File: src/hw/rtl/pli_pkg.sv
// ----------------------------------------------------------------------------
// Piecewise linear interpolator package
// Widths, request layout, operation and status codes shared by the front end,
// the request queue, the table engine and the multiply-divide unit.
// ----------------------------------------------------------------------------
package pli_pkg;

    localparam int TABLE_DEPTH = 64;
    localparam int IDX_W       = $clog2(TABLE_DEPTH);
    localparam int COUNT_W     = 7;
    localparam int RADIUS_W    = 32;
    localparam int VALUE_W     = 48;
    localparam int STATUS_W    = 2;
    localparam int QUEUE_DEPTH = 2;
    localparam int QPTR_W      = $clog2(QUEUE_DEPTH);
    localparam int MAG_W       = VALUE_W + 1;
    localparam int HI_W        = MAG_W - RADIUS_W;
    localparam int PROD_W      = MAG_W + RADIUS_W;
    localparam int DIV_CNT_W   = $clog2(MAG_W);
    localparam int ENTRY_W     = VALUE_W + RADIUS_W;

    // input tdata layout, lowest field first
    localparam int IDX_LSB     = 0;
    localparam int RAD_LSB     = IDX_LSB + IDX_W;
    localparam int VAL_LSB     = RAD_LSB + RADIUS_W;
    localparam int QRY_LSB     = VAL_LSB + VALUE_W;
    localparam int IN_FIELDS_W = QRY_LSB + RADIUS_W;
    localparam int IN_DATA_W   = ((IN_FIELDS_W + 7) / 8) * 8;
    localparam int OUT_DATA_W  = ((VALUE_W + 7) / 8) * 8;

    localparam logic [COUNT_W-1:0] COUNT_RESET = COUNT_W'(2);

    typedef enum logic {
        OP_WRITE = 1'b0,
        OP_QUERY = 1'b1
    } op_t;

    typedef enum logic [STATUS_W-1:0] {
        STATUS_OK    = 2'd0,
        STATUS_RANGE = 2'd1,
        STATUS_NOSEG = 2'd2
    } status_t;

    typedef struct packed {
        op_t                        op;
        logic [IDX_W-1:0]           index;
        logic [RADIUS_W-1:0]        radius;
        logic signed [VALUE_W-1:0]  value;
        logic [RADIUS_W-1:0]        query;
        logic [IDX_W-1:0]           last;
    } req_t;

    typedef struct packed {
        logic [MAG_W-1:0]    mag;
        logic [RADIUS_W-1:0] offset;
        logic [RADIUS_W-1:0] width;
    } md_req_t;

endpackage

File: src/hw/rtl/pli_queue.sv
// ----------------------------------------------------------------------------
// Piecewise linear interpolator request queue
// Short register queue between the front end and the table engine.
// ----------------------------------------------------------------------------
module pli_queue (
    input  logic            clk,
    input  logic            rst_n,
    input  logic            push,
    input  pli_pkg::req_t   push_req,
    output logic            ready,
    input  logic            pop,
    output logic            valid,
    output pli_pkg::req_t   head
);

    pli_pkg::req_t                slot_reg [pli_pkg::QUEUE_DEPTH];
    logic [pli_pkg::QPTR_W-1:0]   wr_ptr_reg;
    logic [pli_pkg::QPTR_W-1:0]   rd_ptr_reg;
    logic [pli_pkg::QPTR_W:0]     level_reg;
    logic [pli_pkg::QPTR_W:0]     level_next;
    logic                         do_push;
    logic                         do_pop;

    assign ready   = level_reg != (pli_pkg::QPTR_W+1)'(pli_pkg::QUEUE_DEPTH);
    assign valid   = level_reg != '0;
    assign head    = slot_reg[rd_ptr_reg];
    assign do_push = push && ready;
    assign do_pop  = pop && valid;

    always_comb
    begin
        level_next = level_reg;
        if (do_push && !do_pop)
        begin
            level_next = level_reg + (pli_pkg::QPTR_W+1)'(1);
        end
        else if (!do_push && do_pop)
        begin
            level_next = level_reg - (pli_pkg::QPTR_W+1)'(1);
        end
    end

    always_ff @(posedge clk or negedge rst_n)
    begin
        if (!rst_n)
        begin
            wr_ptr_reg <= '0;
            rd_ptr_reg <= '0;
            level_reg  <= '0;
        end
        else
        begin
            if (do_push)
            begin
                wr_ptr_reg <= wr_ptr_reg + pli_pkg::QPTR_W'(1);
            end
            if (do_pop)
            begin
                rd_ptr_reg <= rd_ptr_reg + pli_pkg::QPTR_W'(1);
            end
            level_reg <= level_next;
        end
    end

    always_ff @(posedge clk)
    begin
        if (do_push)
        begin
            slot_reg[wr_ptr_reg] <= push_req;
        end
    end

endmodule

File: config.mk
export PLATFORM = sky130hd
export DESIGN_NAME = pli_queue
export DESIGN_NICKNAME = d
export VERILOG_FILES = /design/src/hw/rtl/pli_pkg.sv /design/src/hw/rtl/pli_queue.sv
export SDC_FILE = /design/constraint.sdc
export NUM_CORES = 1
export LEC_CHECK = 0
export ABC_AREA = 1
export BUFFER_PORTS_ARGS = -buffer_cell sky130_fd_sc_hd__buf_2
export CORE_MARGIN = 8
export CORE_UTILIZATION = 47
export CTS_CLUSTER_SIZE = 40
export DETAILED_ROUTE_END_ITERATION = 8
export PLACE_DENSITY = 0.76
export SKIP_LAST_GASP = 1
export SYNTH_ARGS = -nofsm -noshare
export SYNTH_HDL_FRONTEND = slang
export SYNTH_SLANG_ARGS = --single-unit
File: constraint.sdc
create_clock -name clk -period 6.16 [get_ports clk]
set_input_delay 1.232 -clock clk [delete_from_list [all_inputs] [get_ports clk]]
set_output_delay 1.232 -clock clk [all_outputs]
set_load 0.01 [all_outputs]
# Word level (Yosys, flattened, before mapping)
# Memory sizes are Yosys's and may differ from the RTL's.
# Cells that the tools add are included.
# W data, S select, Z words.
[word_totals]
register_bits = 4
out_inout_bits = 127
n_memories = 1
elab_cells = 21
input_bits = 129
ramBits = 250
[classes]
eq_ne = 1
reduce_logical = 8
addsub = 4
mux = 4
[mem_list]
columns = ["memory", "depth", "width", "read_ports", "rd_ports_with_merged_regs", "write_ports", "line_no", "rtl"]
rows = [
  ["slot_reg", 2, 125, 1, 0, 1, "pli_queue.sv:16", "pli_pkg::req_t slot_reg [pli_pkg::QUEUE_DEPTH];"],
]
[op_table]
columns = ["operator", "count"]
rows = [
  ["$logic_and A1 B1 Y1", 4],
  ["$mux W2", 2],
  ["$reduce_bool A2 Y1", 2],
  ["$add A1 B1 Y1 const B", 2],
  ["$add A2 B1 Y2 const B", 1],
  ["$logic_not A1 Y1", 2],
  ["$mux W1", 2],
  ["$ne A2 B2 Y1 const B", 1],
  ["$sub A2 B1 Y2 const B", 1],
]

# Longest topological paths before layout
[logic_depth]
word_depth = 6
depth_mapped = 10

# Least setup slack after synthesis
# Ideal clock, no wire load.
[synth_path]
kind = "in2reg"
startpoint = "input push"
endpoint = "memory slot_reg[0][0] in the netlist's numbering, enable pin"
path_stages = 2
t_required_ps = 5549
setup_slack_ps = -987
arrival_ps = 6537
setup_ps = 611
cell_sequence = "nand2_1 > nor2_1"
[synth_via]
elab_chain_len = 3
[synth_rtl]
columns = ["item", "line_no", "rtl"]
rows = [
  ["from (decl)", "pli_queue.sv:8", "input logic push,"],
  ["$logic_and A1 B1 Y1", "pli_queue.sv:27", "assign do_push = push && ready;"],
  ["$mux W1", "pli_queue.sv:67", "if (do_push)"],
  ["$mux W1 (not written as such)", "pli_queue.sv:69", "slot_reg[wr_ptr_reg] <= push_req;"],
  ["to (decl)", "pli_queue.sv:16", ""],
]
# No other way between the ends.

==> results.yml <==
outcome:
  status: "finished, final reports clean"
placement:
  dp_hpwl_um: 13500
  postPlaceCellArea_um2: 10800
  place.gp.congestion: 0.809
  io_buffers: 255
critical_path:
  arrival_ns: 2.96
  cp-start-kind: "flip-flop"
  cp_max_fo: 76
  end_kind: "output port"
  critPathKind: "reg2out"
  critPathRequiredTime_ns: 4.93
synth:
  synth.area.top_cells: "edfxtp_1, nand2_1, dfrtp_1"
  synthFlopType: "edfxtp_1"
  synth_area_um2: 9300
  syn_inst: 681
  yosysTopAreaCell: "edfxtp_1"
  synth_cell_types: 14
  syn-num-nets: 811
  synth_commonest_cells: "nand2_1, edfxtp_1, buf_2"
  synthArstFlopShare: 0.0157
  postSynthAreaPerCell_um2: 13.7
  yosysTopAreaCellShare: 0.807
  yosys_register_bits: 254
  ys_seq_area_frac: 0.818
  yosysWarnings: 0
  synth_edf_count: 250
  yosysMostFrequentCell: "nand2_1"
job:
  maxCapViolCount: 0
clock_tree:
  cts-htree-levels: 1
  cts_resized: 0
  post_cts_buffers: 0
  cts_tree: "built"
  cts-root-buf: "clkbuf_16"
  clk_pin_slew_ns: 0.06
  hold_buffers: 0
  cts.sinks: 254
  cts_buffers: 26
  clk_latency_ns: 0.51
  cts_max_path_buffers: 3
power:
  p_per_area_nw_per_um2: 488
  leakagePower_nw: 5.00
  vdd_drop_max_mv: 0.360
  total_power_mw: 5.67
global_routing:
  overflow: 0
  grt_use_total: 0.160
  antenna_found_initial: 4
  grt_pass1_wl_um: 30600
  grt_max_degree: 77
  grt_pass1_vias: 5730
floorplan:
  start_util: 0.478
  die_h_um: 157
  dieArea_um2: 24500
  die_w_um: 157
  io_pins: 256
  core_area_um2: 19500
  row_count: 51
sta:
  max_clock_freq_mhz: 238
  finClkSkew_ns: 0.00613
  setup_viol: 0
  hold_slack_ns: 0.515
  slew_headroom: 0.418
  rsz0062_at_grt: "no"
  finalCritPeriodShare: 0.681
  worst_pin_slew_ns: 0.872
  slew_viol_final: 0
  hold_viol_final: 0
  tns_ns: 0
  fin_crit_ns: 4.19
cells_and_area:
  multi_input_area_um2: 1510
  regArea_um2: 7610
  syn_to_final_growth_pct: 24.9
  n_fill_cell: 1525
  drive_gt1_frac: 0.313
  final_area_um2: 11600
  fin_nets: 1073
  largest_register_ffs: 250
routing:
  ant_nets: 0
  vias: 5870
  wire_per_inst_um: 16.8
  routed_wl_um: 20600
  drt_iter0_markers: 373
  firstDrtPassIters: 5
  drcViolationCount: 0
  drt-vias-per-instance: 4.78
worst_hold_path:
  hold_path_class: "reg2reg"
power by group:
part,switching [mW],total (mW),internal [mW]
combinational,1.17,1.71,0.544
clock,0.611,1.45,0.838
sequential,0.143,2.51,2.37
total,1.92,5.67,3.75
layout by cell type, fill, tap and decap left out:
master	instances
nor2_4	2
bufinv_16	1
buf_2	255
nand2_1	385
diode_2	1
nand4_1	1
inv_4	1
clkbuf_16	27
xnor2_1	1
ha_1	1
inv_6	1
inv_1	6
buf_4	6
dfrtp_4	1
dfrtp_1	3
nand3_1	2
edfxtp_1	250
clkinv_2	5
xor2_1	1
clkinvlp_4	2
clkbuf_1	3
clkinv_1	9
area by class of cell:
cell class              instances  share of cell area
multi-input cells             393               0.130
clock inverters                18             0.00970
inverters                       7             0.00248
flip-flops and latches        254               0.656
clock buffers                  30              0.0592
repair buffers                261               0.114
diodes                          1            0.000216
well taps                     265              0.0286
cell families (layout without fill, tap and decap cells):
family	count (synthesis)	in the layout	synth area share
XOR/XNOR	2	2	0.00188
adder cells (fa/ha/maj)	1	1	0.00135
buffers and inverters	34	316	0.0206
flip-flops	254	254	0.818
other	0	1	0
AND/OR/NAND/NOR	390	390	0.158
layer usage:
layer	up-vias	GRT usage	wire length (um)
met1	2745	0.205	8700
met2	257	0.256	9510
met5	-	0	40
met4	6	0.0435	400
li1	2823	-	-
met3	39	0.0518	1980
critical path, cell delays in order (launching register included):
cell,delay [ns]
dfrtp_4,0.71
inv_4,0.65
buf_4,0.60
nand2_1,0.13
nand2_1,0.11
buf_2,0.14
final timing paths:
check	cells past startpoint	endpoint	start	slack [ns]
min in group asynchronous	1	rd_ptr_reg	rst_n	0.53
worst min-delay path	1	level_reg[0]	level_reg[0]	0.52
worst max register to register	4	rd_ptr_reg	rd_ptr_reg	3.77
worst min register to register	1	level_reg[0]	level_reg[0]	0.52
worst max-delay path	5	head[100]	rd_ptr_reg	1.97
max in group asynchronous	1	rd_ptr_reg	rst_n	5.47
through the flow:
stage                     instances   util  worst slack [ns]
after floorplan                 681      -            -0.987
after global placement         1180  0.555              2.52
after detailed placement       1180  0.555              2.49
after CTS                      1228  0.596              1.94
after global routing           1229  0.596              1.74
final                          1229  0.596              1.97
(Power assumes the default switching activity.)
