## config.mk

```make
export PLATFORM = sky130hd
export DESIGN_NAME = pli_front
export DESIGN_NICKNAME = d
export VERILOG_FILES = /design/src/hw/rtl/pli_pkg.sv /design/src/hw/rtl/pli_front.sv
export SDC_FILE = /design/constraint.sdc
export NUM_CORES = 1
export LEC_CHECK = 0
export ABC_AREA = 1
export BUFFER_PORTS_ARGS = -buffer_cell sky130_fd_sc_hd__buf_2
export CORE_MARGIN = 2
export CORE_UTILIZATION = 46
export DETAILED_ROUTE_END_ITERATION = 16
export PLACE_DENSITY = 0.84
export SYNTH_ARGS = -nofsm -noshare
export SYNTH_HDL_FRONTEND = slang
export SYNTH_SLANG_ARGS = --single-unit
```

## constraint.sdc

```tcl
create_clock -name clk -period 14.3 [get_ports clk]
set_clock_uncertainty 0.1 [all_clocks]
set_input_delay 2.86 -clock clk [delete_from_list [all_inputs] [get_ports clk]]
set_output_delay 2.86 -clock clk [all_outputs]
set_load 0.03 [all_outputs]
```

## src/hw/rtl/pli_pkg.sv

```systemverilog
// ----------------------------------------------------------------------------
// Piecewise linear interpolator package
// Widths, request layout, operation and status codes shared by the front end,
// the request queue, the table engine and the multiply-divide unit.
// ----------------------------------------------------------------------------
package pli_pkg;

    localparam int TABLE_DEPTH = 64;
    localparam int IDX_W       = $clog2(TABLE_DEPTH);
    localparam int COUNT_W     = 7;
    localparam int RADIUS_W    = 32;
    localparam int VALUE_W     = 48;
    localparam int STATUS_W    = 2;
    localparam int QUEUE_DEPTH = 2;
    localparam int QPTR_W      = $clog2(QUEUE_DEPTH);
    localparam int MAG_W       = VALUE_W + 1;
    localparam int HI_W        = MAG_W - RADIUS_W;
    localparam int PROD_W      = MAG_W + RADIUS_W;
    localparam int DIV_CNT_W   = $clog2(MAG_W);
    localparam int ENTRY_W     = VALUE_W + RADIUS_W;

    // input tdata layout, lowest field first
    localparam int IDX_LSB     = 0;
    localparam int RAD_LSB     = IDX_LSB + IDX_W;
    localparam int VAL_LSB     = RAD_LSB + RADIUS_W;
    localparam int QRY_LSB     = VAL_LSB + VALUE_W;
    localparam int IN_FIELDS_W = QRY_LSB + RADIUS_W;
    localparam int IN_DATA_W   = ((IN_FIELDS_W + 7) / 8) * 8;
    localparam int OUT_DATA_W  = ((VALUE_W + 7) / 8) * 8;

    localparam logic [COUNT_W-1:0] COUNT_RESET = COUNT_W'(2);

    typedef enum logic {
        OP_WRITE = 1'b0,
        OP_QUERY = 1'b1
    } op_t;

    typedef enum logic [STATUS_W-1:0] {
        STATUS_OK    = 2'd0,
        STATUS_RANGE = 2'd1,
        STATUS_NOSEG = 2'd2
    } status_t;

    typedef struct packed {
        op_t                        op;
        logic [IDX_W-1:0]           index;
        logic [RADIUS_W-1:0]        radius;
        logic signed [VALUE_W-1:0]  value;
        logic [RADIUS_W-1:0]        query;
        logic [IDX_W-1:0]           last;
    } req_t;

    typedef struct packed {
        logic [MAG_W-1:0]    mag;
        logic [RADIUS_W-1:0] offset;
        logic [RADIUS_W-1:0] width;
    } md_req_t;

endpackage

```

## src/hw/rtl/pli_front.sv

```systemverilog
// ----------------------------------------------------------------------------
// Piecewise linear interpolator front end
// Holds the entry count register, takes input requests, unpacks and
// classifies them and hands them to the request queue.
// ----------------------------------------------------------------------------
module pli_front (
    input  logic                              clk,
    input  logic                              rst_n,
    input  logic                              cfg_wr_en,
    input  logic [pli_pkg::COUNT_W-1:0]       cfg_wr_data,
    input  logic                              s_tvalid,
    output logic                              s_tready,
    input  logic [pli_pkg::IN_DATA_W-1:0]     s_tdata,
    input  logic [0:0]                        s_tuser,
    output logic                              q_push,
    output pli_pkg::req_t                     q_req,
    input  logic                              q_ready
);

    logic [pli_pkg::COUNT_W-1:0] count_reg;
    logic                        valid_reg;
    logic                        valid_next;
    pli_pkg::req_t               req_reg;
    pli_pkg::req_t               req_next;
    logic [pli_pkg::IDX_W-1:0]   last_idx;
    logic                        accept;

    // clamp the entry count to between 2 and the table size
    always_comb
    begin
        priority if (count_reg < pli_pkg::COUNT_W'(2))
            last_idx = pli_pkg::IDX_W'(1);
        else if (count_reg > pli_pkg::COUNT_W'(pli_pkg::TABLE_DEPTH))
            last_idx = pli_pkg::IDX_W'(pli_pkg::TABLE_DEPTH - 1);
        else
            last_idx = pli_pkg::IDX_W'(count_reg - pli_pkg::COUNT_W'(1));
    end

    assign s_tready = !valid_reg || q_ready;
    assign accept   = s_tvalid && s_tready;
    assign q_push   = valid_reg;
    assign q_req    = req_reg;

    always_comb
    begin
        req_next.op     = pli_pkg::op_t'(s_tuser[0]);
        req_next.index  = s_tdata[pli_pkg::IDX_LSB +: pli_pkg::IDX_W];
        req_next.radius = s_tdata[pli_pkg::RAD_LSB +: pli_pkg::RADIUS_W];
        req_next.value  = s_tdata[pli_pkg::VAL_LSB +: pli_pkg::VALUE_W];
        req_next.query  = s_tdata[pli_pkg::QRY_LSB +: pli_pkg::RADIUS_W];
        req_next.last   = last_idx;
    end

    always_comb
    begin
        priority if (accept)
            valid_next = 1'b1;
        else if (q_ready)
            valid_next = 1'b0;
        else
            valid_next = valid_reg;
    end

    always_ff @(posedge clk or negedge rst_n)
    begin
        if (!rst_n)
        begin
            count_reg <= pli_pkg::COUNT_RESET;
            valid_reg <= 1'b0;
        end
        else
        begin
            if (cfg_wr_en)
            begin
                count_reg <= cfg_wr_data;
            end
            valid_reg <= valid_next;
        end
    end

    always_ff @(posedge clk)
    begin
        if (accept)
        begin
            req_reg <= req_next;
        end
    end

endmodule

```

**After elaboration in Yosys (flattened, before gate mapping)**

Cells that the tools add are included.

- Input port bits: 133
- Word-level logic and storage cells: 20
- Register bits after elaboration: 133
- Output and inout port bits: 127

- Add/subtract/negate cells: 1
- Mux-type cells: 3
- Magnitude comparators: 2
- Reduce and logical (&&, ||, !) cells: 5

Operators with widths:

| cell | count |
|---|---|
| greater-than comparator 7 bit, second input constant | 1 |
| less-than comparator 7 x 2 -> 1 bit, second input constant | 1 |
| 2-to-1 mux 6 bit | 1 |
| subtractor 6 x 1 -> 6 bit, second input constant | 1 |
| 2-to-1 mux 1 bit | 2 |
| nonzero test 2 bit | 1 |
| OR reduction 2 bit | 1 |
| logical AND 1 bit | 1 |
| logical NOT 1 bit | 1 |
| logical OR 1 bit | 1 |

**Longest topological paths before layout**

- Depth in word-level cells: 4
- Depth in mapped cells: 7
- Gate-level depth less buffers: 7

**Worst setup path before layout**

OpenSTA, ideal clock, no wires.

- Kind: input port to flip-flop
- From: in s_tvalid
- To: reg req_reg (netlist bit q_req[0]), enable pin
- Cell stages on the path: 2
- Buffers on the path: 0
- Required time: 13.550 ns
- Setup time: 0.650 ns
- Arrival: 8.922 ns
- Path slack: 4.628 ns
- Cell sequence: inv_1 > a21oi_1

- Cells in the longest elaborated chain, start to end: 1

RTL lines:

| item | RTL line | RTL |
|---|---|---|
| start: declaration | pli_front.sv:11 | `input logic s_tvalid,` |
| logical AND 1 bit | pli_front.sv:40 | `assign accept = s_tvalid && s_tready;` |
| named net accept | pli_front.sv:26 | `logic accept;` |
| end signal: assignment | pli_front.sv:85 | `req_reg <= req_next;` |
| end: declaration | pli_front.sv:23 | `pli_pkg::req_t req_reg;` |

The timed path passes the listed nets, and every way through them passes these cells.
A chain may end at the register's enable or synchronous reset.

**Worst setup path in the final report**

- From: in q_ready
- To: out s_tready

- Cells in the longest elaborated chain, start to end: 1

RTL lines:

| item | RTL line | RTL |
|---|---|---|
| start: declaration | pli_front.sv:17 | `input logic q_ready` |
| logical OR 1 bit | pli_front.sv:39 | `assign s_tready = !valid_reg \|\| q_ready;` |
| end: declaration | pli_front.sv:12 | `output logic s_tready,` |

No other way between the ends.

==> out/metrics.csv <==
stage;metric;value;unit
finish;most frequent cells in the layout;buf_2 (257), edfxtp_1 (125), clkbuf_16 (16), nand2_1 (14), inv_1 (9);
floorplanning;Die Y-Extent;100;um
synth;register area share after synthesis;93.2;%
run;Max Cap Viol;0;
critical_path;FF-to-FF Start;q_push;
drt;via density per instance;4.67;
clocking;clock sinks;133;
sta;fmax;0.159;GHz
drt;Post-route DRC;0;
synth;Seq cells post-synth;133;
critical_path;Worst R2R Setup Slack;11830;ps
global_route;GRT Residual Overflow;0;
global_route;GRT Util Overall;18.7;%
global_route;largest net degree at the start of global routing;83;
hold_path;hold path endpoint;count_reg[1];
status;outcome;completed;
power_and_ir_drop;Sw Pwr;234;uW
power_and_ir_drop;switch share;24.2;%
power_and_ir_drop;sequential power share;47.5;%
drt;routed length per instance;16.6;um
drt;First DRT Iteration DRCs;65;
critical_path;crit-path max cell delay;180;ps
power_and_ir_drop;VDD IR-drop max;0.0000732;V
synth;Mapped Cells;186;
finish;post-route cell area;6260;um2
placement;pre-CTS setup slack;8020;ps
sta;worst-margin pin slew;1030;ps
critical_path;Crit. Startpoint;q_ready;
power_and_ir_drop;Int Pwr;735;uW
clocking;Resized cells post-CTS;0;
sta;setup ws final;8030;ps
critical_path;CP arrival;3310;ps
clocking;Clk Latency, worst-skew pair;490;ps
clocking;TritonCTS buffer count;17;
critical_path;cell family with most CP delay;buffers and inverters;
clocking;Max Root-Sink Buffers;2;
clocking;clock transition at the registers of the reported paths;50;ps
drt;WL final;9.72;mm
critical_path;worst r2r dst;q_req[94];
clocking;CTS tree;built;
critical_path;endpoint class of the critical path;output pin;
hold_path;HP Start;count_reg[1];
global_route;vias in the first global route;2694;
power_and_ir_drop;Static Leak;0.00271;uW
finish;commonest non-fill, non-tap cell in the layout;buf_2;
clocking;Clock Tree Root;clkbuf_8;
critical_path;Crit Path Max Fanout;2;
finish;layout cells sized above 1;63.4;%
global_route;initial antenna violation count;0;
floorplanning;top-level port count;260;
sta;fin. max-slew vios;0;
power_and_ir_drop;PwrDens;155;nW/um2
sta;crit path time final;6270;ps
floorplanning;# rows;35;
critical_path;Critical-path top delay cell;buf_2;
finish;# diodes;0;
synth;Syn Area/Cell;22.8;um2
clocking;H-tree depth;4;
finish;Final nets;597;
sta;Final period util;43.9;%
synth;Ys Warns;0;
critical_path;critical path type;in2out;
sta;slew margin rel.;31.2;%
drt;DR pass1 iterations;4;
finish;P&R area growth vs syn;47.5;%
critical_path;CP required;11340;ps
clocking;CTS Hold Bufs;0;
clocking;post-CTS setup buffer count;0;
synth;Yosys cell types;20;
power_and_ir_drop;clock network fraction of design power;42.1;%
finish;max FFs per register;125;
critical_path;r2r worst-path depth;3;
synth;Syn Nets;320;
sta;final number of setup-violating endpoints;0;
critical_path;crit-path cells;buf_2, inv_1, nand2_1, buf_2;
critical_path;cell repeated most along the worst path;buf_2;
power_and_ir_drop;Gate power share;10.4;%
floorplanning;initial core utilization;46.6;%
placement;Area after DPL;5690;um2
sta;RSZ-0062 raised after global routing;false;
floorplanning;Die Area;10000;um2
drt;ANT nets after route;0;
power_and_ir_drop;Tot Pwr;969;uW
placement;I/O Buffers;257;
floorplanning;Die W;100;um
synth;synthesized cell area;4240;um2
drt;DR vias;2743;
placement;final RePlAce weighted congestion;0.802;
critical_path;Critical path buffers and inverters;3;
sta;Fin Setup TNS;0;ps
placement;Post-DP HPWL;7.41;mm
sta;Final Hold Vio Count;0;
critical_path;critical path startpoint category;input port;
global_route;first-pass GRT wire length;13.6;mm
floorplanning;core area;9110;um2
hold_path;hold path depth;2;
hold_path;Hold Crit Class;reg2reg;
## worst max-delay path by stage
stage	to	slack, ps	cells past startpoint
floorplan	q_req[0]	4630	2
global placement	s_tready	8030	4
detailed placement	s_tready	8020	4
CTS	s_tready	8020	4
global route	s_tready	8000	4
finish	s_tready	8030	4
## stage by stage
stage | std cells | util (%) | hold slack (ps)
finish | 587 | 68.7 | 436
global route | 587 | 68.7 | 456
CTS | 587 | 68.7 | 438
detailed placement | 555 | 62.5 | 427
global placement | 555 | 62.5 | 412
floorplan | 186 | - | 392
## power by group through the flow
stage	Clock [uW]	Combinational (uW)	Sequential (uW)
2_1_floorplan	0	16.9	515
3_3_place_gp	0	98.1	468
3_5_place_dp	0	101	469
4_1_cts	415	101	461
5_1_grt	431	107	463
6_report	408	100	461
## worst min-delay path: cells and delay by family (launching register included)
family	cells	cell delay, ps
buffers and inverters	1	70
DFF	1	380
AOI/OAI and AO/OA	1	80
## cell usage after synthesis
master | count | area (um2)
a21oi_1 | 4 | 20.0
a41oi_1 | 1 | 8.76
and3_4 | 1 | 11.3
buf_2 | 1 | 5.00
dfrtp_1 | 7 | 175
dfstp_2 | 1 | 26.3
edfxtp_1 | 125 | 3750
ha_1 | 1 | 12.5
inv_1 | 9 | 33.8
nand2_1 | 14 | 52.6
nand2_2 | 1 | 6.26
nand2_4 | 1 | 11.3
nand3_1 | 2 | 10.0
nand4_1 | 1 | 6.26
nor2_1 | 1 | 3.75
nor2_2 | 5 | 31.3
nor2_4 | 2 | 22.5
o21ai_0 | 7 | 35.0
o21ai_2 | 1 | 8.76
xnor2_1 | 1 | 8.76
## layout make-up
class / instances / area, um2
tap: 111 / 139
clock buffer: 19 / 422
sequential: 133 / 3960
clock inverter: 13 / 149
fill: 644 / 2850
multi-input combinational: 43 / 260
inverter: 9 / 33.8
timing repair buffer: 259 / 1300
## cell families (layout without fill, tap and decap cells)
kind of cell	count (synthesis)	in the layout	synth area share [%]
adder cells (fa/ha/maj)	1	1	0.295
XOR/XNOR	1	1	0.206
flip-flops	133	133	93.2
AO/OA/AOI/OAI	13	13	1.71
AND/OR/NAND/NOR	28	28	3.66
buffers and inverters	10	300	0.914
## layer usage
metal | up-vias | part of all wire, % | global-route usage [%]
met2 | 130 | 58 | 34.8
met4 | 0 | 0.80 | 6.43
met1 | 1342 | 35 | 19.4
met5 | - | 0 | 0
li1 | 1265 | - | -
met3 | 6 | 6.6 | 6.62
Note: power is estimated with default switching activity, not from simulation.
