[config.mk]
export PLATFORM = sky130hd
export DESIGN_NAME = pli_muldiv
export DESIGN_NICKNAME = d
export VERILOG_FILES = /design/src/hw/rtl/pli_pkg.sv /design/src/hw/rtl/pli_muldiv.sv
export SDC_FILE = /design/constraint.sdc
export NUM_CORES = 2
export LEC_CHECK = 0
export BUFFER_PORTS_ARGS = -buffer_cell sky130_fd_sc_hd__clkbuf_2
export CORE_MARGIN = 5
export CORE_UTILIZATION = 50
export CTS_CLUSTER_DIAMETER = 150
export DETAILED_ROUTE_END_ITERATION = 7
export PLACE_DENSITY = 0.64
export SLEW_MARGIN = 25
export SYNTH_ARGS = -nofsm -noshare
export SYNTH_HDL_FRONTEND = slang
export SYNTH_SLANG_ARGS = --single-unit
[constraint.sdc]
create_clock -name clk -period 14.4 [get_ports clk]
set_input_delay 0.72 -clock clk [delete_from_list [all_inputs] [get_ports clk]]
set_output_delay 0.72 -clock clk [all_outputs]
set_load 0.05 [all_outputs]
[src/hw/rtl/pli_pkg.sv]
// ----------------------------------------------------------------------------
// Piecewise linear interpolator package
// Widths, request layout, operation and status codes shared by the front end,
// the request queue, the table engine and the multiply-divide unit.
// ----------------------------------------------------------------------------
package pli_pkg;

    localparam int TABLE_DEPTH = 64;
    localparam int IDX_W       = $clog2(TABLE_DEPTH);
    localparam int COUNT_W     = 7;
    localparam int RADIUS_W    = 32;
    localparam int VALUE_W     = 48;
    localparam int STATUS_W    = 2;
    localparam int QUEUE_DEPTH = 2;
    localparam int QPTR_W      = $clog2(QUEUE_DEPTH);
    localparam int MAG_W       = VALUE_W + 1;
    localparam int HI_W        = MAG_W - RADIUS_W;
    localparam int PROD_W      = MAG_W + RADIUS_W;
    localparam int DIV_CNT_W   = $clog2(MAG_W);
    localparam int ENTRY_W     = VALUE_W + RADIUS_W;

    // input tdata layout, lowest field first
    localparam int IDX_LSB     = 0;
    localparam int RAD_LSB     = IDX_LSB + IDX_W;
    localparam int VAL_LSB     = RAD_LSB + RADIUS_W;
    localparam int QRY_LSB     = VAL_LSB + VALUE_W;
    localparam int IN_FIELDS_W = QRY_LSB + RADIUS_W;
    localparam int IN_DATA_W   = ((IN_FIELDS_W + 7) / 8) * 8;
    localparam int OUT_DATA_W  = ((VALUE_W + 7) / 8) * 8;

    localparam logic [COUNT_W-1:0] COUNT_RESET = COUNT_W'(2);

    typedef enum logic {
        OP_WRITE = 1'b0,
        OP_QUERY = 1'b1
    } op_t;

    typedef enum logic [STATUS_W-1:0] {
        STATUS_OK    = 2'd0,
        STATUS_RANGE = 2'd1,
        STATUS_NOSEG = 2'd2
    } status_t;

    typedef struct packed {
        op_t                        op;
        logic [IDX_W-1:0]           index;
        logic [RADIUS_W-1:0]        radius;
        logic signed [VALUE_W-1:0]  value;
        logic [RADIUS_W-1:0]        query;
        logic [IDX_W-1:0]           last;
    } req_t;

    typedef struct packed {
        logic [MAG_W-1:0]    mag;
        logic [RADIUS_W-1:0] offset;
        logic [RADIUS_W-1:0] width;
    } md_req_t;

endpackage

[src/hw/rtl/pli_muldiv.sv]
// ----------------------------------------------------------------------------
// Piecewise linear interpolator multiply-divide unit
// Forms mag * offset in two partial products, then divides by width with a
// restoring divider, one quotient bit per cycle.
// ----------------------------------------------------------------------------
module pli_muldiv (
    input  logic                          clk,
    input  logic                          rst_n,
    input  logic                          start,
    input  pli_pkg::md_req_t              req,
    output logic                          done,
    output logic [pli_pkg::MAG_W-1:0]     quo
);

    typedef enum logic [4:0] {
        MD_IDLE   = 5'b00001,
        MD_MUL_LO = 5'b00010,
        MD_MUL_HI = 5'b00100,
        MD_SUM    = 5'b01000,
        MD_DIV    = 5'b10000
    } md_state_t;

    md_state_t                          state_reg;
    md_state_t                          state_next;
    logic                               done_reg;
    logic                               done_next;
    logic [pli_pkg::DIV_CNT_W-1:0]      cnt_reg;
    logic [pli_pkg::DIV_CNT_W-1:0]      cnt_next;
    logic [pli_pkg::MAG_W-1:0]          mag_reg;
    logic [pli_pkg::RADIUS_W-1:0]       t_reg;
    logic [pli_pkg::RADIUS_W-1:0]       w_reg;
    logic [2*pli_pkg::RADIUS_W-1:0]     plo_reg;
    logic [2*pli_pkg::RADIUS_W-1:0]     plo_calc;
    logic [pli_pkg::HI_W+pli_pkg::RADIUS_W-1:0] phi_reg;
    logic [pli_pkg::HI_W+pli_pkg::RADIUS_W-1:0] phi_calc;
    logic [pli_pkg::PROD_W-1:0]         prod;
    logic [pli_pkg::RADIUS_W-1:0]       rem_reg;
    logic [pli_pkg::RADIUS_W-1:0]       rem_next;
    logic [pli_pkg::MAG_W-1:0]          acc_reg;
    logic [pli_pkg::MAG_W-1:0]          acc_next;
    logic [pli_pkg::RADIUS_W:0]         trial;
    logic [pli_pkg::RADIUS_W:0]         trial_diff;
    logic                               ge;

    assign plo_calc = mag_reg[pli_pkg::RADIUS_W-1:0] * t_reg;
    assign phi_calc = mag_reg[pli_pkg::MAG_W-1:pli_pkg::RADIUS_W] * t_reg;
    assign prod     = {phi_reg, {pli_pkg::RADIUS_W{1'b0}}}
                    + {{pli_pkg::HI_W{1'b0}}, plo_reg};

    assign trial      = {rem_reg, acc_reg[pli_pkg::MAG_W-1]};
    assign trial_diff = trial - {1'b0, w_reg};
    assign ge         = trial >= {1'b0, w_reg};

    assign done = done_reg;
    assign quo  = acc_reg;

    always_comb
    begin
        state_next = state_reg;
        done_next  = 1'b0;
        cnt_next   = cnt_reg;
        rem_next   = rem_reg;
        acc_next   = acc_reg;
        unique case (state_reg)
            MD_IDLE:
            begin
                if (start)
                begin
                    state_next = MD_MUL_LO;
                end
            end
            MD_MUL_LO:
            begin
                state_next = MD_MUL_HI;
            end
            MD_MUL_HI:
            begin
                state_next = MD_SUM;
            end
            MD_SUM:
            begin
                // quotient fits MAG_W bits, so the top bits start below width
                rem_next   = prod[pli_pkg::PROD_W-1:pli_pkg::MAG_W];
                acc_next   = prod[pli_pkg::MAG_W-1:0];
                cnt_next   = '0;
                state_next = MD_DIV;
            end
            MD_DIV:
            begin
                rem_next = ge ? trial_diff[pli_pkg::RADIUS_W-1:0]
                              : trial[pli_pkg::RADIUS_W-1:0];
                acc_next = {acc_reg[pli_pkg::MAG_W-2:0], ge};
                cnt_next = cnt_reg + pli_pkg::DIV_CNT_W'(1);
                if (cnt_reg == pli_pkg::DIV_CNT_W'(pli_pkg::MAG_W - 1))
                begin
                    done_next  = 1'b1;
                    state_next = MD_IDLE;
                end
            end
            default:
            begin
                state_next = MD_IDLE;
            end
        endcase
    end

    always_ff @(posedge clk or negedge rst_n)
    begin
        if (!rst_n)
        begin
            state_reg <= MD_IDLE;
            done_reg  <= 1'b0;
        end
        else
        begin
            state_reg <= state_next;
            done_reg  <= done_next;
        end
    end

    always_ff @(posedge clk)
    begin
        if (start && state_reg == MD_IDLE)
        begin
            mag_reg <= req.mag;
            t_reg   <= req.offset;
            w_reg   <= req.width;
        end
        plo_reg <= plo_calc;
        phi_reg <= phi_calc;
        cnt_reg <= cnt_next;
        rem_reg <= rem_next;
        acc_reg <= acc_next;
    end

endmodule

[Word-level counts from Yosys, hierarchy flattened]
Cells that the tools add are included.
Operators by class
  add/sub/neg operators: 3
  multipliers: 2
  $lt $le $gt $ge: 1
  eq/ne operators: 8
  muxes and demuxes: 9
  reductions and logical operators: 3
Operators with widths (count)
  case mux 49 bit (2 select lines): 1
  adder 81 x 64 -> 81 bit: 1
  multiplier 32 x 32 -> 64 bit: 1
  case mux 32 bit (2 select lines): 1
  multiplier 17 x 32 -> 49 bit: 1
  greater-or-equal comparator 33 x 32 -> 1 bit: 1
  2-to-1 mux 32 bit: 1
  subtractor 32 bit: 1
  case mux 5 bit (5 select lines): 1
  case mux 6 bit (2 select lines): 1
  2-to-1 mux 5 bit: 2
  adder 6 x 1 -> 6 bit (second input constant): 1
  == test 6 bit (second input constant): 1
  == test 5 x 1 -> 1 bit (second input constant): 1
  == test 5 x 2 -> 1 bit (second input constant): 1
  == test 5 x 3 -> 1 bit (second input constant): 1
  == test 5 x 4 -> 1 bit (second input constant): 1
  == test 5 bit (second input constant): 1
  inequality test 2 bit (second input constant): 2
  2-to-1 mux 1 bit: 2
  AND reduction 2 bit: 1
  nonzero test 2 bit: 1
  logical AND 1 bit: 1
Word-level totals
  bits in registers: 319
  input port bits: 116
  logic and storage cells: 36

[Logic depth before layout (Yosys ltp)]
  depth in word-level cells: 3
  mapped depth: 30
  gate-level depth less buffers: 28

[Worst setup path before layout]
OpenSTA, ideal clock, no wires.
  path type: input port to flip-flop
  from: input port start
  to: register state_reg[0]
  arrival time: 11958 ps
  data required time: 13946 ps
  path slack: 1989 ps
  stages on the path: 3
  buffers on the path: 0
  path through: nand2_1 > nor4_1 > nor4_1
Between the ends
  cells in the longest elaborated chain, start to end: 2
RTL lines
  from (decl): RTL line pli_muldiv.sv:9  | input logic start,
  inequality test 2 bit (no line)
  AND reduction 2 bit (no line)
  to (signal assigned): RTL line pli_muldiv.sv:116  | state_reg <= state_next;
  to (decl): RTL line pli_muldiv.sv:23  | md_state_t state_reg;
No other way between the ends.
A chain may end at the register's enable or synchronous reset.

[Final worst setup path]
  from: register mag_reg[19] in the netlist's numbering
  to: register plo_reg[61] in the netlist's numbering
Between the ends
  cells in the longest elaborated chain, start to end: 1
RTL lines
  from (decl): RTL line pli_muldiv.sv:29  | logic [pli_pkg::MAG_W-1:0] mag_reg;
  from (signal assigned): RTL line pli_muldiv.sv:125  | mag_reg <= req.mag;
  multiplier 32 x 32 -> 64 bit: RTL line pli_muldiv.sv:45  | assign plo_calc = mag_reg[pli_pkg::RADIUS_W-1:0] * t_reg;
  named net plo_calc (one bit): RTL line pli_muldiv.sv:33  | logic [2*pli_pkg::RADIUS_W-1:0] plo_calc;
  to (signal assigned): RTL line pli_muldiv.sv:129  | plo_reg <= plo_calc;
  to (decl): RTL line pli_muldiv.sv:32  | logic [2*pli_pkg::RADIUS_W-1:0] plo_reg;
The timed path passes the listed nets, and every way through them passes these cells.

==> results.json <==
{
  "hold_class": "input pin to flip-flop",
  "yosysMostFrequentCell": "inv_1",
  "ys_seq_elements": 319,
  "start_kind": "flip-flop",
  "dp_hpwl_um": 132300,
  "syn_inst": 6800,
  "num_vias": 46488,
  "areaGrowthSynthToFinish_pct": 5.897,
  "rsz0062_at_grt": "no",
  "timing.fmax_mhz": 120.6,
  "period_share_pct": 57.59,
  "fillCellCount": 11501,
  "synth_area_sq_um": 63650,
  "grt_pass1_vias": 50146,
  "cp_cell_sequence": "buf_4 > and2_1 > fa_1 > inv_1 > fa_1 > fa_1 > fa_1 > inv_1 > fa_1 > fa_1 > fa_1 > fa_1 > ha_1 > a21oi_1 > o21ai_0 > a211oi_1 > nand3_1 > a31oi_1 > a221oi_1 > a21o_1 > a221oi_2 > xnor2_1",
  "core-area_sq_um": 127000,
  "nets": 8647,
  "synth-edff-count": 200,
  "post-place-ws_ps": 6236,
  "dieWidth_um": 366.8,
  "synth_nets": 8715,
  "ys_top_cells_by_count": "inv_1 (1376), fa_1 (1347), nand2_1 (1070)",
  "cp.arrival_ps": 8860,
  "grt_pass1_wl_um": 290400,
  "grt_max_degree": 115,
  "crit_type": "flip-flop to flip-flop",
  "root_buffer": "clkbuf_16",
  "worst_slack_ps": 6107,
  "insertion_delay_ps": 660,
  "finish.instance_area_sq_um": 67410,
  "synthTopCellsByArea": "fa_1 (42%), edfxtp_1 (9.4%), ha_1 (8.9%), inv_1 (8.1%), and2_1 (7.2%)",
  "yosysSeqAreaShare_pct": 13.23,
  "track_usage_pct": 27.63,
  "cts_tree": "yes",
  "setup_viol": 0,
  "drive_gt1_share_pct": 5.409,
  "num_rows": 131,
  "dieArea_sq_um": 134500,
  "regToRegSetupSlack_ps": 6110,
  "worst_pin_slew_ps": 889.5,
  "cap_violations": 0,
  "multi_input_area_sq_um": 48670,
  "clock-sinks": 319,
  "cp-startpoint": "mag_reg[19]$_DFFE_PP_",
  "drt_pass1_iterations": 6,
  "critPathMaxFanout": 22,
  "synthArstFlopShare_pct": 1.881,
  "postCtsSetupBuffers": 0,
  "ant_nets": 0,
  "overflow": 0,
  "antenna_found_initial": 10,
  "status": "finished clean",
  "post_drt_wl_per_cell_um": 21.53,
  "clock_tree.buffer_depth": 3,
  "postPlaceCellArea_sq_um": 65880,
  "viasPerCell": 5.514,
  "yosysWarningCount": 0,
  "ios": 166,
  "gp_congestion": 0.9451,
  "maxSlewHeadroom_pct": 39.17,
  "regArea_sq_um": 8419,
  "tns_ps": 0,
  "cts_made_buffers": 43,
  "yosysUniqueCellTypes": 87,
  "required_ps": 14970,
  "hold_viol_final": 0,
  "end_kind": "flip-flop",
  "htreeDepth": 2,
  "drc": 0,
  "syn_area_per_cell_sq_um": 9.361,
  "whs_ps": 240.1,
  "yosysTopAreaCell": "fa_1",
  "r2r-end": "plo_reg[61]$_DFF_P_",
  "wl_um": 181500,
  "slew_viol_final": 0,
  "drt_iter0_drc": 3449,
  "fp.dieH_um": 366.8,
  "critical-path-slowest-cell": "edfxtp_1",
  "start_util_pct": 50.11,
  "crit_path_end": "plo_reg[61]$_DFF_P_",
  "r2r-start": "mag_reg[19]$_DFFE_PP_",
  "ys_dominant_reg_cell": "edfxtp_1",
  "largest_reg_flops": 64,
  "skew_ps": 61.86,
  "synth_top_area_share_pct": 42.36,
  "numPortBuffers": 165,
  "critical_path.most_common_cell": "fa_1",
  "critPathMaxStageDelay_ps": 770,
  "fin_crit_ps": 8293,
  "r2r_cells": 22,
  "clkTransAtPathRegs_ps": 60
}
cell usage in the layout, fill, tap and decap left out, types with 93 or more instances in the layout:
master    count
clkbuf_2    165
and2_1      729
a21oi_1     205
nand2_1    1070
buf_4        93
inv_1      1376
xnor2_1     115
fa_1       1347
dfxtp_1     113
nor2_1      129
edfxtp_1    200
ha_1        452
layer usage:
metal  global-route usage (%)  vias up  wire length (um)
met2                    42.41     2011             79760
li1                         -    20320                 -
met4                    8.042        6              5929
met5                        0        -                28
met1                    39.54    23768             78000
met3                    6.382      383             17800
stage by stage:
stage / instances / util (%)
after global placement: 8348 / 51.87
after floorplan: 6800 / -
final: 8431 / 53.06
after CTS: 8429 / 53.06
after detailed placement: 8348 / 51.87
after global routing: 8429 / 53.06
worst max-delay path: cells and delay by family, from the launching register on:
kind | cells | cell delay, ps
and+or+nand+nor | 2 | 460
adders and majority gates | 9 | 4250
buffers and inverters | 3 | 610
xor gates and xnor gates | 1 | 160
AOI/OAI and AO/OA | 7 | 1950
DFF | 1 | 770
cell type report:
type / count / share of cell area (%)
Multi-Input combinational cell: 4731 / 72.20
Sequential cell: 319 / 12.49
Inverter: 1377 / 7.672
Tap cell: 1662 / 3.085
Timing Repair Buffer: 260 / 2.305
Clock buffer: 61 / 1.951
Clock inverter: 19 / 0.2840
Antenna cell: 2 / 0.007425
what timing repair did:
action                                  in CTS  in global routing
resized for setup                            0                  0
hold endpoints to repair                     5                  0
hold buffers                                 1                  0
endpoints found under the setup margin       0                  0
kinds of logic after synthesis:
logic type / count (synthesis) / synth area share [%]
AOI/OAI and AO/OA: 597 / 6.170
xor gates and xnor gates: 182 / 2.504
adders and majority gates: 1799 / 51.25
buffers and inverters: 1750 / 10.37
DFF: 319 / 13.23
muxes: 14 / 0.2241
and+or+nand+nor: 2139 / 16.26
how the worst min path moves through the flow:
| stage | to | cells past startpoint | slack (ps) | start |
|---|---|---|---|---|
| 3_3_place_gp | quo[5]$_DFFE_PP_ | 2 | 480 | plo_reg[5]$_DFF_P_ |
| 3_5_place_dp | quo[5]$_DFFE_PP_ | 2 | 480 | plo_reg[5]$_DFF_P_ |
| 2_1_floorplan | done$_DFF_PN0_ | 0 | 420 | rst_n |
| 5_1_grt | t_reg[29]$_DFFE_PP_ | 1 | 220 | req[61] |
| 6_report | t_reg[26]$_DFFE_PP_ | 1 | 240 | req[58] |
| 4_1_cts | t_reg[21]$_DFFE_PP_ | 1 | 190 | req[53] |
Power is left out: the tool's default activity adds up to more than one toggle a clock period on the data nets, which glitch-free logic cannot reach.
